--- src/hw/rtl/ps2mct_pkg.sv ---
package ps2mct_pkg;

  // configuration register indexes
  localparam logic REG_DISPLAY_WIDTH  = 1'b0;
  localparam logic REG_DISPLAY_HEIGHT = 1'b1;

  // protocol bytes and masks
  localparam logic [7:0] ACK_BYTE  = 8'hFA;
  localparam logic [7:0] SYNC_MASK = 8'hC8;
  localparam logic [7:0] SYNC_BITS = 8'h08;

  localparam logic [11:0] DISPLAY_WIDTH_RST  = 12'd320;
  localparam logic [11:0] DISPLAY_HEIGHT_RST = 12'd200;
  localparam logic [11:0] POS_RST            = 12'd100;

  // decoded packet, handed from the packet tracker to the cursor logic
  typedef struct packed {
    logic        done;
    logic [2:0]  buttons;
    logic [8:0]  delta_x;
    logic [9:0]  delta_y;
  } pkt_t;

endpackage

--- src/hw/rtl/ps2mct_packet.sv ---
module ps2mct_packet (
  input  logic               clk,
  input  logic               rst,
  input  logic               step,
  input  logic [7:0]         data_byte,
  output ps2mct_pkg::pkt_t   pkt
);
  import ps2mct_pkg::*;

  typedef enum logic [1:0] {
    PH_WAIT_ACK = 2'd0,
    PH_FIRST    = 2'd1,
    PH_SECOND   = 2'd2,
    PH_THIRD    = 2'd3
  } phase_t;

  phase_t     phase;
  logic [7:0] first_byte;
  logic [7:0] second_byte;
  logic [8:0] dy_raw;

  always_ff @(posedge clk) begin
    if (rst) begin
      phase       <= PH_WAIT_ACK;
      first_byte  <= '0;
      second_byte <= '0;
    end else if (step) begin
      unique case (phase)
        PH_WAIT_ACK: begin
          if (data_byte == ACK_BYTE) phase <= PH_FIRST;
        end
        PH_FIRST: begin
          if ((data_byte & SYNC_MASK) == SYNC_BITS) begin
            first_byte <= data_byte;
            phase      <= PH_SECOND;
          end
        end
        PH_SECOND: begin
          second_byte <= data_byte;
          phase       <= PH_THIRD;
        end
        PH_THIRD: begin
          phase <= PH_FIRST;
        end
        default: phase <= PH_WAIT_ACK;
      endcase
    end
  end

  // third byte completes the packet; sign bits come from the first byte
  assign dy_raw      = {first_byte[5], data_byte};
  assign pkt.done    = (phase == PH_THIRD);
  assign pkt.buttons = first_byte[2:0];
  assign pkt.delta_x = {first_byte[4], second_byte};
  assign pkt.delta_y = 10'(-$signed({dy_raw[8], dy_raw}));

endmodule

--- src/hw/rtl/ps2mct_axis_clamp.sv ---
module ps2mct_axis_clamp #(
  parameter int CURSOR_SIZE = 16
) (
  input  logic [11:0]       pos,
  input  logic signed [9:0] delta,
  input  logic [11:0]       extent,
  output logic [11:0]       pos_next
);

  logic signed [13:0] limit;
  logic signed [13:0] sum;

  always_comb begin
    limit = $signed({2'b00, extent}) - 14'(CURSOR_SIZE);
    if (limit < 0) limit = '0;
    sum = $signed({2'b00, pos}) + 14'(delta);
    priority if (sum < 0) begin
      pos_next = '0;
    end else if (sum > limit) begin
      pos_next = limit[11:0];
    end else begin
      pos_next = sum[11:0];
    end
  end

endmodule

--- src/hw/rtl/ps2_mouse_packet_cursor_tracker.sv ---
// channel | dir | beat contents
// s_axis  | in  | tdata[7:0] data_byte
// m_axis  | out | tdata buttons, delta_x, delta_y, cursor_x, cursor_y
// cfg     | in  | cfg_wr_en, cfg_addr (0 width, 1 height), cfg_wdata[11:0]
//
// one byte per cycle unless a held result stalls; bytes pass the input
// register, and completed packets go out on m_axis from the result register
// rst is synchronous: waits for the acknowledge byte, cursor at 100,100
// a held result only stalls bytes that would complete a packet; other bytes
// keep flowing, and while such a byte waits s_tready follows m_tready
// combinationally in the same cycle
module ps2_mouse_packet_cursor_tracker #(
  parameter int CURSOR_SIZE = 16
) (
  input  logic        clk,
  input  logic        rst,
  // slave side
  input  logic        s_tvalid,
  output logic        s_tready,
  input  logic [7:0]  s_tdata,   // [7:0] data_byte
  // master side
  output logic        m_tvalid,
  input  logic        m_tready,
  // [2:0] buttons, [11:3] delta_x, [21:12] delta_y, [33:22] cursor_x,
  // [45:34] cursor_y, [47:46] zero
  output logic [47:0] m_tdata,
  // configuration writes
  input  logic        cfg_wr_en,
  input  logic        cfg_addr,
  input  logic [11:0] cfg_wdata
);
  import ps2mct_pkg::*;

  logic [11:0] display_width;
  logic [11:0] display_height;

  // input register
  logic       in_v;
  logic [7:0] in_byte;
  logic       advance;

  pkt_t        pkt;
  logic [11:0] pos_x;
  logic [11:0] pos_y;
  logic [11:0] pos_x_next;
  logic [11:0] pos_y_next;

  // result register
  logic        out_v;
  logic [2:0]  out_buttons;
  logic [8:0]  out_dx;
  logic [9:0]  out_dy;

  // a byte moves on unless it completes a packet while a result is stuck
  assign advance  = in_v && (!pkt.done || !out_v || m_tready);
  assign s_tready = !in_v || advance;

  always_ff @(posedge clk) begin
    if (rst) begin
      display_width  <= DISPLAY_WIDTH_RST;
      display_height <= DISPLAY_HEIGHT_RST;
    end else if (cfg_wr_en) begin
      unique case (cfg_addr)
        REG_DISPLAY_WIDTH:  display_width  <= cfg_wdata;
        REG_DISPLAY_HEIGHT: display_height <= cfg_wdata;
        default: ;
      endcase
    end
  end

  always_ff @(posedge clk) begin
    if (rst) begin
      in_v <= 1'b0;
    end else if (s_tready) begin
      in_v <= s_tvalid;
    end
  end

  always_ff @(posedge clk) begin
    if (s_tready && s_tvalid) in_byte <= s_tdata;
  end

  ps2mct_packet u_packet (
    .clk       (clk),
    .rst       (rst),
    .step      (advance),
    .data_byte (in_byte),
    .pkt       (pkt)
  );

  ps2mct_axis_clamp #(.CURSOR_SIZE(CURSOR_SIZE)) u_clamp_x (
    .pos      (pos_x),
    .delta    ({pkt.delta_x[8], pkt.delta_x}),
    .extent   (display_width),
    .pos_next (pos_x_next)
  );

  ps2mct_axis_clamp #(.CURSOR_SIZE(CURSOR_SIZE)) u_clamp_y (
    .pos      (pos_y),
    .delta    (pkt.delta_y),
    .extent   (display_height),
    .pos_next (pos_y_next)
  );

  // cursor position and result register load together on a completed packet
  always_ff @(posedge clk) begin
    if (rst) begin
      pos_x <= POS_RST;
      pos_y <= POS_RST;
      out_v <= 1'b0;
    end else begin
      if (advance && pkt.done) begin
        pos_x <= pos_x_next;
        pos_y <= pos_y_next;
        out_v <= 1'b1;
      end else if (m_tready) begin
        out_v <= 1'b0;
      end
    end
  end

  always_ff @(posedge clk) begin
    if (advance && pkt.done) begin
      out_buttons <= pkt.buttons;
      out_dx      <= pkt.delta_x;
      out_dy      <= pkt.delta_y;
    end
  end

  assign m_tvalid = out_v;
  assign m_tdata  = {2'b00, pos_y, pos_x, out_dy, out_dx, out_buttons};

  // a result appears only from a byte held in the input register
  a_result_from_input: assert property (@(posedge clk) disable iff (rst)
    $rose(out_v) |-> $past(in_v))
    else $error("result without a byte in the input register");

  // a completed packet always lands in the result register
  a_packet_lands: assert property (@(posedge clk) disable iff (rst)
    advance && pkt.done |=> out_v)
    else $error("completed packet lost");

  // a blocked byte stays put in the input register
  a_input_holds: assert property (@(posedge clk) disable iff (rst)
    in_v && !advance |=> in_v && $stable(in_byte))
    else $error("blocked byte changed");

  // cursor only moves when a packet completes
  a_cursor_moves_on_packet: assert property (@(posedge clk) disable iff (rst)
    !(advance && pkt.done) |=> $stable(pos_x) && $stable(pos_y))
    else $error("cursor moved without a packet");

endmodule

--- config.mk ---
export PLATFORM = sky130hd
export DESIGN_NAME = ps2_mouse_packet_cursor_tracker
export DESIGN_NICKNAME = d
export VERILOG_FILES = /design/src/hw/rtl/ps2mct_pkg.sv /design/src/hw/rtl/ps2mct_packet.sv /design/src/hw/rtl/ps2mct_axis_clamp.sv /design/src/hw/rtl/ps2_mouse_packet_cursor_tracker.sv
export SDC_FILE = /design/constraint.sdc
export NUM_CORES = 1
export LEC_CHECK = 0
export ABC_AREA = 1
export BUFFER_PORTS_ARGS = -buffer_cell sky130_fd_sc_hd__buf_2
export CAP_MARGIN = 5
export CORE_ASPECT_RATIO = 1.1
export CORE_MARGIN = 1
export CORE_UTILIZATION = 50
export CTS_CLUSTER_SIZE = 40
export DETAILED_ROUTE_END_ITERATION = 8
export GPL_ROUTABILITY_DRIVEN = 0
export HOLD_SLACK_MARGIN = 0.1
export PLACE_DENSITY = 0.8
export SLEW_MARGIN = 20
export SYNTH_ARGS = -nofsm -noshare
export SYNTH_HDL_FRONTEND = slang
export SYNTH_SLANG_ARGS = --single-unit
export TNS_END_PERCENT = 100
--- constraint.sdc ---
create_clock -name clk -period 4.5 [get_ports clk]
set_input_delay 0.45 -clock clk [delete_from_list [all_inputs] [get_ports clk]]
set_output_delay 0.45 -clock clk [all_outputs]
set_load 0.03 [all_outputs]
After elaboration in Yosys (flattened, before gate mapping)
Cells that the tools add are included.
Widths: inputs -> output; s select.
{"block": "word_totals", "regBits": 96, "latchBits": 0, "mem_bits_rw": 0, "romBits": 0, "input_bits": 26, "out_inout_bits": 50, "wordCells": 59, "mem_count": 0}
{"block": "op_classes", "addsub": 5, "n_mul": 0, "div_mod_pow": 0, "magnitude_cmp": 6, "n_eq_ne": 7, "shift": 0, "muxes": 11, "bitwise_logic": 1, "n_reduce_logical": 16}
{"op": "$mux 12", "count": 4}
{"op": "$gt 14x14->1", "count": 2}
{"op": "$lt 14x1->1 const B", "count": 2}
{"op": "$mux 14", "count": 2}
{"op": "$lt 13x1->1 const B", "count": 2}
{"op": "$sub 12x5->13 const B", "count": 2}
{"op": "$add 13x10->14", "count": 1}
{"op": "$add 13x9->14", "count": 1}
{"op": "$neg 9->10", "count": 1}
{"op": "$eq 8x8->1 const B", "count": 1}
{"op": "$pmux 2 s4", "count": 1}
{"op": "$reduce_and 2->1", "count": 3}
{"op": "$reduce_and 3->1", "count": 2}
{"op": "$eq 2x2->1 const B", "count": 2}
{"op": "$mux 2", "count": 2}
{"op": "$ne 2x1->1 const B", "count": 2}
{"op": "$eq 3x1->1 const B", "count": 1}
{"op": "$logic_and 1x1->1", "count": 3}
{"op": "$logic_not 1->1", "count": 3}
{"op": "$logic_or 1x1->1", "count": 3}
{"op": "$eq 2x1->1 const B", "count": 1}
{"op": "$logic_not 2->1", "count": 1}
{"op": "$mux 1", "count": 2}
{"op": "$reduce_bool 2->1", "count": 1}
{"op": "$not 1->1", "count": 1}

Longest topological paths before layout
{"block": "depth", "word_depth": 7, "depth_mapped": 27, "ltp_nobuf": 26}

Modules after synthesis
From an unflattened synthesis, not the netlist that was laid out.
{"block": "hier_totals", "cells_unflattened": 989, "hier_area_um2": 7024.2}
{"mod": "ps2mct_axis_clamp", "n_inst": 2, "cells_each": 266, "area_per_inst_um2": 1545.2, "seq_area_each_um2": 0.0}
{"mod": "ps2_mouse_packet_cursor_tracker", "n_inst": 1, "cells_each": 340, "area_per_inst_um2": 3039.2, "seq_area_each_um2": 1901.8}
{"mod": "ps2mct_packet", "n_inst": 1, "cells_each": 117, "area_per_inst_um2": 894.6, "seq_area_each_um2": 300.3}

Worst setup path after synthesis
No wires, ideal clock.
{"block": "synth_path", "kind": "reg2reg", "from": "reg in_byte[0]", "to": "reg pos_y[5]", "arrival_ns": 3.510, "setup_slack_ns": 0.870, "path_stages_with_launch": 26, "synth_period_minus_slack_ns": 3.630, "path_cell_list": "edfxtp_1 inv_1 ha_1 nand3_1 nor2_1 inv_1 nor2_1 xor2_1 inv_1 ha_1 nand2_1 inv_1 a21oi_1 o21ai_0 a21oi_1 xnor2_1 inv_1 ha_1 a21oi_1 a21boi_0 nand3_1 nand3_2 buf_4 nand2_1 o211ai_1 nand2_1"}
{"item": "from (decl)", "line_no": "ps2_mouse_packet_cursor_tracker.sv:39", "source": "logic [7:0] in_byte;"}
{"item": "from (signal assigned)", "line_no": "ps2_mouse_packet_cursor_tracker.sv:80", "source": "if (s_tready && s_tvalid) in_byte <= s_tdata;"}
{"item": "to (signal assigned)", "line_no": "ps2_mouse_packet_cursor_tracker.sv:114", "source": "pos_y <= pos_y_next;"}
{"item": "to (decl)", "line_no": "ps2_mouse_packet_cursor_tracker.sv:44", "source": "logic [11:0] pos_y;"}

==> qor.csv <==
metric,value,unit
synth_cell_type_count,42,
routed_wl,14.1,mm
setup_tns,0,ns
cts.path.max_buffers,2,
grt_max_degree,35,
drive_gt1_share,13.1,%
drc,0,
synth.top_cell.area_share,21.4,%
max_cap_violations,0,
chipHeight,118,um
max_stage_delay,0.43,ns
slew_headroom,32.0,%
gr-total-overflow,0,
synth_top_area_cell,dfxtp_1,
final_util,59.1,%
hp-class,in -> reg,
cts_buffers,9,
ant_nets,0,
rsz0062_at_grt,no,
setup_viol,0,
cts_tree,done,
pre_cts_ws,0.458,ns
hold_depth,1,
antenna_found_initial,0,
post_cts_buffers,0,
stdcell_count,1029,
avgRoutedWirePerCell,13.7,um
hpwl,10.8,mm
synth-edff-count,30,
worstSetupStartpointType,flop,
dieArea,12600,um2
power.density,296,nW/um2
synth.cell_area,6080,um2
num_rows,41,
fin_worst_skew,0.00467,ns
final_common_cell,nand2_1,
place_inst,1013,
cp.arrival,4.33,ns
io_pins,76,
cts_max_level,3,
cts.sinks,95,
grt_first_pass_wirelength,23.3,mm
avgSynthCellArea,7.53,um2
port_buffers,73,
gr-usage-all-layers,23.2,%
postSynth.asyncResetShare,0,%
first_pass_iters,6,
max_clock_freq,246,MHz
cp_cell_sequence,"inv_1, ha_1, nand3_1, nor2_1, inv_1, nor2_1, xor2_1, inv_1, ha_1, nand2_1, inv_1, a21oi_1, o21ai_1, a21oi_1, xnor2_1, inv_1, ha_1, a21oi_1, a21boi_1, nand3_1, buf_4, nand4_1, nand3_1, a21oi_1",
drt_iter0_drc,278,
die_w,107,um
root_buffer,clkbuf_16,
ys_warn_count,0,
critical_path_required,4.77,ns
clk_latency,0.35,ns
ys.flop_type,dfxtp_1,
yosys-top-cells-area,"dfxtp_1 21%, edfxtp_1 15%, ha_1 13%",
critical_path_peak_fanout,10,
fin_crit_sh,90.3,%
netlist_instances,807,
cp_common_cell,inv_1,
outcome,finished clean,
path_class,reg -> reg,
post_cts_resized,0,
reg2reg_depth,24,
grt_pass1_vias,5049,
slowest_stage,edfxtp_1,
final_cell_mix,"177 x nand2_1, 108 x inv_1, 83 x a21oi_1",
worstMarginPinSlew,1.02,ns
path_clk_slew,0.07,ns
coreArea,11600,um2
final_hold_viol_count,0,
hold_buffers,0,
ys_ff_latch,95,
finalWorstSetupSlack,0.438,ns
via_per_inst,5.34,
leakage,3.39,nW
vias,5493,
area_delta_synth_final,13.2,%
nets,963,
period_needed,4.06,ns
drv_slew,0,
crit_path_end_kind,flop,
vdd_drop_max,0.000173,V
seq_area_frac_synth,36.2,%
antenna_cells,0,
initial_core_util,52.2,%
## worst max-delay path, delay by kind of cell (launching register included)
kind | cells | cell delay, ns
AO/OA/AOI/OAI | 6 | 0.98
adder cells (fa/ha/maj) | 3 | 0.84
AND/OR/NAND/NOR | 7 | 0.76
buffers and inverters | 6 | 0.64
flip-flops | 1 | 0.43
XOR/XNOR | 2 | 0.32
## layer usage
metal / wire length (um) / GRT usage [%] / up-vias
met3: 715 / 4.15 / 20
met1: 6170 / 28.8 / 2529
met4: 240 / 7.79 / 0
met2: 6990 / 40.0 / 131
li1: - / - / 2813
met5: 0 / 0 / -
## registers in the layout (all words and copies together) (netlist names)
register              cells
display_height           12
display_width            12
in_byte                   8
in_v                      1
m_tvalid                  1
out_buttons               3
out_dx                    9
out_dy                   10
pos_x                    12
pos_y                    12
u_packet.first_byte       5
u_packet.phase            2
u_packet.second_byte      8
## through the flow
step	cell area (um2)	power (W)	hold WS [ns]
after floorplan	6080	0.00119	0.403
after global placement	6560	0.00125	0.415
after detailed placement	6560	0.00126	0.420
after CTS	6870	0.00205	0.266
after global routing	6880	0.00213	0.262
final	6880	0.00204	0.272
## cell type report
type | count | area (um2)
inverters | 113 | 424
well taps | 150 | 188
clock buffers | 10 | 229
clock inverters | 6 | 76.3
repair buffers | 77 | 395
flip-flops and latches | 95 | 2200
fillers | 1091 | 4760
multi-input cells | 578 | 3370
## cell usage after synthesis (3+ instances only)
master,n
nand3_1,57
edfxtp_1,30
buf_4,3
nor2_1,58
clkinv_1,3
inv_1,108
xnor2_1,8
xor2_1,21
or2_2,3
nor2_2,3
dfxtp_1,65
ha_1,61
o21ai_0,39
o21bai_1,6
nand4_1,24
nand2_1,177
clkbuf_1,13
buf_2,4
nor3_1,8
a21oi_1,83
nand2_2,3
## power breakdown
group / total, W / internal (W) / switching (W)
combinational: 0.000327 / 0.000118 / 0.000208
sequential: 0.000922 / 0.000903 / 0.0000183
clock: 0.000789 / 0.000441 / 0.000348
total: 0.00204 / 0.00146 / 0.000575
## cells by family (layout without fill, tap and decap cells)
logic type / Yosys count / in the layout / synth area share, %
fa+ha+maj: 63 / 63 / 13.2
buf+inv: 135 / 206 / 8.73
compound gates: 139 / 139 / 12.2
flops: 95 / 95 / 36.2
xor+xnor: 29 / 29 / 4.18
simple gates: 345 / 345 / 25.4
other cells: 1 / 2 / 0.0617
## final timing paths
path	startpoint	endpoint	slack, ns
max	in_byte[0]$_DFFE_PP_	pos_y[10]$_SDFFE_PP0P_	0.44
min reg2reg	u_packet.first_byte[0]$_SDFFE_PP0P_	out_buttons[0]$_DFFE_PP_	0.43
min	s_tdata[6]	in_byte[6]$_DFFE_PP_	0.27
max reg2reg	in_byte[0]$_DFFE_PP_	pos_y[10]$_SDFFE_PP0P_	0.44
Power figures use the tool's default switching activity.
